### src/rtl/hnt_pkg.sv
`default_nettype none
package hnt_pkg;
  localparam int DEF_VALUE_BITS = 40;
  localparam int DSUM_OUT_BITS  = 7;

  typedef struct packed {
    logic full;
    logic empty;
  } q_stat_t;
endpackage
`default_nettype wire

### src/rtl/hnt_back.sv
`default_nettype none
module hnt_back import hnt_pkg::*; #(
  parameter int VALUE_BITS = DEF_VALUE_BITS,
  parameter int SUM_BITS   = 8
) (
  input  wire logic                  clk,
  input  wire logic                  rst,
  input  q_stat_t                    qstat,
  input  wire logic [VALUE_BITS-1:0] qval,
  input  wire logic [SUM_BITS-1:0]   qsum,
  output logic                       qrd,
  output logic                       empty,
  input  wire logic                  pop,
  output logic                       niven,
  output logic [DSUM_OUT_BITS-1:0]   digit_sum,
  output logic                       zero_input
);
  localparam int CW = $clog2(VALUE_BITS + 1);

  logic                  busy;
  logic                  ovalid;
  logic [VALUE_BITS-1:0] shreg;
  logic [SUM_BITS-1:0]   s;
  logic [SUM_BITS-1:0]   r;
  logic [SUM_BITS:0]     r2;
  logic [CW-1:0]         cnt;

  assign r2    = {r, shreg[VALUE_BITS-1]};
  assign qrd   = !busy && !ovalid && !qstat.empty;
  assign empty = !ovalid;

  always_ff @(posedge clk) begin
    if (rst) begin
      busy   <= 1'b0;
      ovalid <= 1'b0;
    end else begin
      if (pop && ovalid) ovalid <= 1'b0;
      if (qrd) begin
        digit_sum <= DSUM_OUT_BITS'(qsum);
        s         <= qsum;
        shreg     <= qval;
        r         <= '0;
        cnt       <= '0;
        if (qval == '0) begin
          zero_input <= 1'b1;
          niven      <= 1'b0;
          ovalid     <= 1'b1;
        end else begin
          zero_input <= 1'b0;
          busy       <= 1'b1;
        end
      end else if (busy) begin
        // restoring remainder, one dividend bit a beat
        r     <= (r2 >= {1'b0, s}) ? SUM_BITS'(r2 - {1'b0, s}) : SUM_BITS'(r2);
        shreg <= shreg << 1;
        if (cnt == CW'(VALUE_BITS - 1)) begin
          niven  <= ((r2 >= {1'b0, s}) ? SUM_BITS'(r2 - {1'b0, s}) : SUM_BITS'(r2)) == '0;
          busy   <= 1'b0;
          ovalid <= 1'b1;
        end else begin
          cnt <= cnt + 1'b1;
        end
      end
    end
  end

  a_zero_flag: assert property (@(posedge clk) disable iff (rst)
    ovalid && zero_input |-> !niven && digit_sum == '0)
    else $error("zero input marked harshad");
  a_no_overlap: assert property (@(posedge clk) disable iff (rst) !(busy && ovalid))
    else $error("result pending while busy");
  a_hold: assert property (@(posedge clk) disable iff (rst)
    ovalid && !pop |=> ovalid && $stable(digit_sum) && $stable(niven))
    else $error("pending result changed");
endmodule
`default_nettype wire

### config.mk
export PLATFORM = sky130hd
export DESIGN_NAME = hnt_back
export DESIGN_NICKNAME = d
export VERILOG_FILES = /design/src/rtl/hnt_pkg.sv /design/src/rtl/hnt_back.sv
export SDC_FILE = /design/constraint.sdc
export NUM_CORES = 1
export LEC_CHECK = 0
export BUFFER_PORTS_ARGS = -buffer_cell sky130_fd_sc_hd__buf_2
export CAP_MARGIN = 20
export CELL_PAD_IN_SITES_DETAIL_PLACEMENT = 0
export CELL_PAD_IN_SITES_GLOBAL_PLACEMENT = 1
export CORE_MARGIN = 2
export CORE_UTILIZATION = 40
export DETAILED_ROUTE_END_ITERATION = 10
export PLACE_DENSITY = 0.87
export SLEW_MARGIN = 20
export SYNTH_ARGS = -nofsm -noshare
export SYNTH_HDL_FRONTEND = slang
export SYNTH_SLANG_ARGS = --single-unit
### constraint.sdc
create_clock -name clk -period 3.1 [get_ports clk]
set_clock_uncertainty 0.1 [all_clocks]
set_input_delay 0.31 -clock clk [delete_from_list [all_inputs] [get_ports clk]]
set_output_delay 0.31 -clock clk [all_outputs]
set_load 0.05 [all_outputs]
==> run metrics <==
hold path cells 1; clock sink total 66; antenna viol nets, final 0; CTS clk-pin slew, worst paths approximately 70 ps; worst slew pin tran approximately 810 ps; most common cell in the netlist nand2_1; die width 95.7 µm; Yosys cell types 43; final worst path period share 82.0%; Starting Density approximately two fifths; synthesis-stage register bit count 66; Post-Syn Nets 402; Worst R2R Setup Slack 560 ps; H-tree depth 3; delay-heaviest family, CP compound AO/OA/AOI/OAI gates; worst-case clock buffer depth 2; worst hold path class in -> reg; initial antenna violation count 0; First-pass DRT Iterations 4; Worst Setup Start Kind flop; worst stage delay on the critical path 440 ps; final WL 6.78 mm; relative slew slack 45.9%; via count 2530; Wirelength per Cell 13.3 µm; n_diodes 0; Clock Latency Late Sink 340 ps; TritonCTS clock tree done; CTS Buf Count 9; Most Frequent Cell on Critical Path a21o_1; # Post-CTS Setup Buffers 0; area grow syn2layout 17.1%; leakage power 1.72 nW; gpl congestion 0.843; largest net degree at the start of global routing 55; Hold Crit Start qsum[4]; unrepaired setup endpoints after global routing false; Final setup violation count 0; Synth area leader edfxtp_1; Hold WS 42.2 ps; DP Wirelength 4.74 mm; setup TNS 0 ps; Slew Viols, Final 0; worst vdd ir 0.290 mV; pwr/cell area ~560 nW/µm²; max_cap viols 0; Post-synth EDFFs 64; Seq/Total Area, Yosys between 50 and 60%; crit-path cells ha_1 -> a21o_1 -> a211oi_2 -> o31ai_1 -> a21o_1 -> a41o_1 -> and4_1; crit path capture type flop; critical path peak fanout 10; Area contributors post-synth edfxtp_1 (57%), nand2_1 (15%), ha_1 (3.3%), a21oi_1 (2.4%), nor4_1 (1.9%); Achievable Freq slightly below 400 MHz; CP startpoint r[5]$_SDFFCE_PP0P_; Hold Fails Final Rpt 0; Root Buffer clkbuf_8; Worst Path Buf+Inv 0; vias in the first global route approximately 2400; worst reg-to-reg path cell count 7; stages on the worst setup path 7; Port Buffers 62; die area just over 9000 µm²; CTS Hold Bufs 0; Die Ht 95.7 µm; reg-to-reg critical path startpoint r[5]$_SDFFCE_PP0P_; slowest cell on the critical path edfxtp_1; status completed; top cell type's share of synthesized area 57.1%; vias per inst between 4 and 5; Synth Cell Area 3360 µm²; share of cells above drive strength 1 between 20% and 30%; Resized cells post-CTS 0; DRC viols 0; Avg Cell Area, Syn roughly 9.9 µm²; FP Rows 33; crit path DAT about 2500 ps; nets@finish 461; DR iter-0 viols 110; prevailing post-synth register cell edfxtp_1; Setup Crit Path Kind reg -> reg; CP required a little over 3000 ps; yosys synthesis warning count 0; global-route wire length before repair 11.0 mm; Core Region 8180 µm²; post-route minimum period around 2500 ps; Mapped Cells roughly 340; total grt overflow 0; Async SR Flop Fraction 0%; GR Util All Layers 15.8%; IO Count 64; Post-synth top cells nand2_1 (131), edfxtp_1 (64), a21oi_1 (16), inv_1 (15), nor2_1 (15); post-route cell area 3940 µm²; DP Area 3750 µm²
==> area by class of cell <==
| cell class | count | area, µm² |
|---|---|---|
| clock buffer | 9 | 124 |
| clock inverter | 7 | 70.1 |
| fill | 804 | 4240 |
| inverter | 16 | 60.1 |
| multi-input combinational | 239 | 1240 |
| sequential | 66 | 1960 |
| tap | 105 | 131 |
| timing repair buffer | 66 | 353 |
==> layer usage <==
metal  track usage (%)  vias up  routed length, µm
met1              22.2     1165               3270
met3              3.60        6                440
met4              6.07        0                 46
li1                  -     1284                  -
met2              23.8       75               3020
met5                 0        -                  0
==> worst paths after layout <==
| path | end |
|---|---|
| max | niven$_SDFFCE_PP0P_ |
| max reg2reg | niven$_SDFFCE_PP0P_ |
| min reg2reg | shreg[39]$_DFFE_PP_ |
| min | digit_sum[4]$_DFFE_PP_ |
==> cell usage in the layout (no fill, tap or decap), drive strengths merged, types with 2 or more instances in the layout <==
master | Yosys | final
nor2 | 15 | 15
o31a | 2 | 2
mux2i | 2 | 2
dfxtp | 2 | 2
and2 | 4 | 4
edfxtp | 64 | 64
xnor2 | 4 | 4
a21o | 4 | 4
clkinvlp | 0 | 4
nor3 | 5 | 5
nand3 | 4 | 4
nand4 | 2 | 2
buf | 9 | 66
ha | 9 | 9
inv | 16 | 16
clkbuf | 9 | 9
a21oi | 16 | 16
a41o | 2 | 2
clkinv | 0 | 2
xor2 | 3 | 3
nor4 | 10 | 10
and3 | 3 | 3
a211oi | 4 | 4
nand2b | 2 | 2
nand2 | 131 | 131
o21ai | 2 | 2
==> sequential cells by signal (all words and copies together), names as in the netlist <==
| register | flops |
|---|---|
| s | 2 |
| digit_sum | 6 |
| cnt | 6 |
| ovalid | 1 |
| shreg | 40 |
| zero_input | 1 |
| busy | 1 |
| r | 8 |
| niven | 1 |
==> power breakdown <==
group | switching [mW] | total, mW | internal [mW]
Clock | 0.346 | 0.714 | 0.368
Combinational | 0.234 | 0.380 | 0.147
Sequential | 0.0291 | 1.10 | 1.07
==> cell families after synthesis <==
| family | Yosys count | synth area share [%] |
|---|---|---|
| simple gates | 183 | 23.1 |
| xor+xnor | 7 | 1.82 |
| buf+inv | 34 | 4.83 |
| fa+ha+maj | 10 | 3.94 |
| mux | 2 | 0.595 |
| flops | 66 | 58.3 |
| compound gates | 37 | 7.44 |
==> per-stage QoR <==
| step | total power, mW | util [%] | instances | worst slack, ps |
|---|---|---|---|---|
| final | 2.20 | 48.2 | 508 | 557 |
| after global routing | 2.31 | 48.2 | 508 | 389 |
| after CTS | 2.22 | 48.2 | 508 | 590 |
| after detailed placement | 1.50 | 45.8 | 492 | 603 |
| after global placement | 1.49 | 45.8 | 492 | 626 |
| after floorplan | 1.39 | - | 339 | 461 |
(Power assumes the default switching activity.)
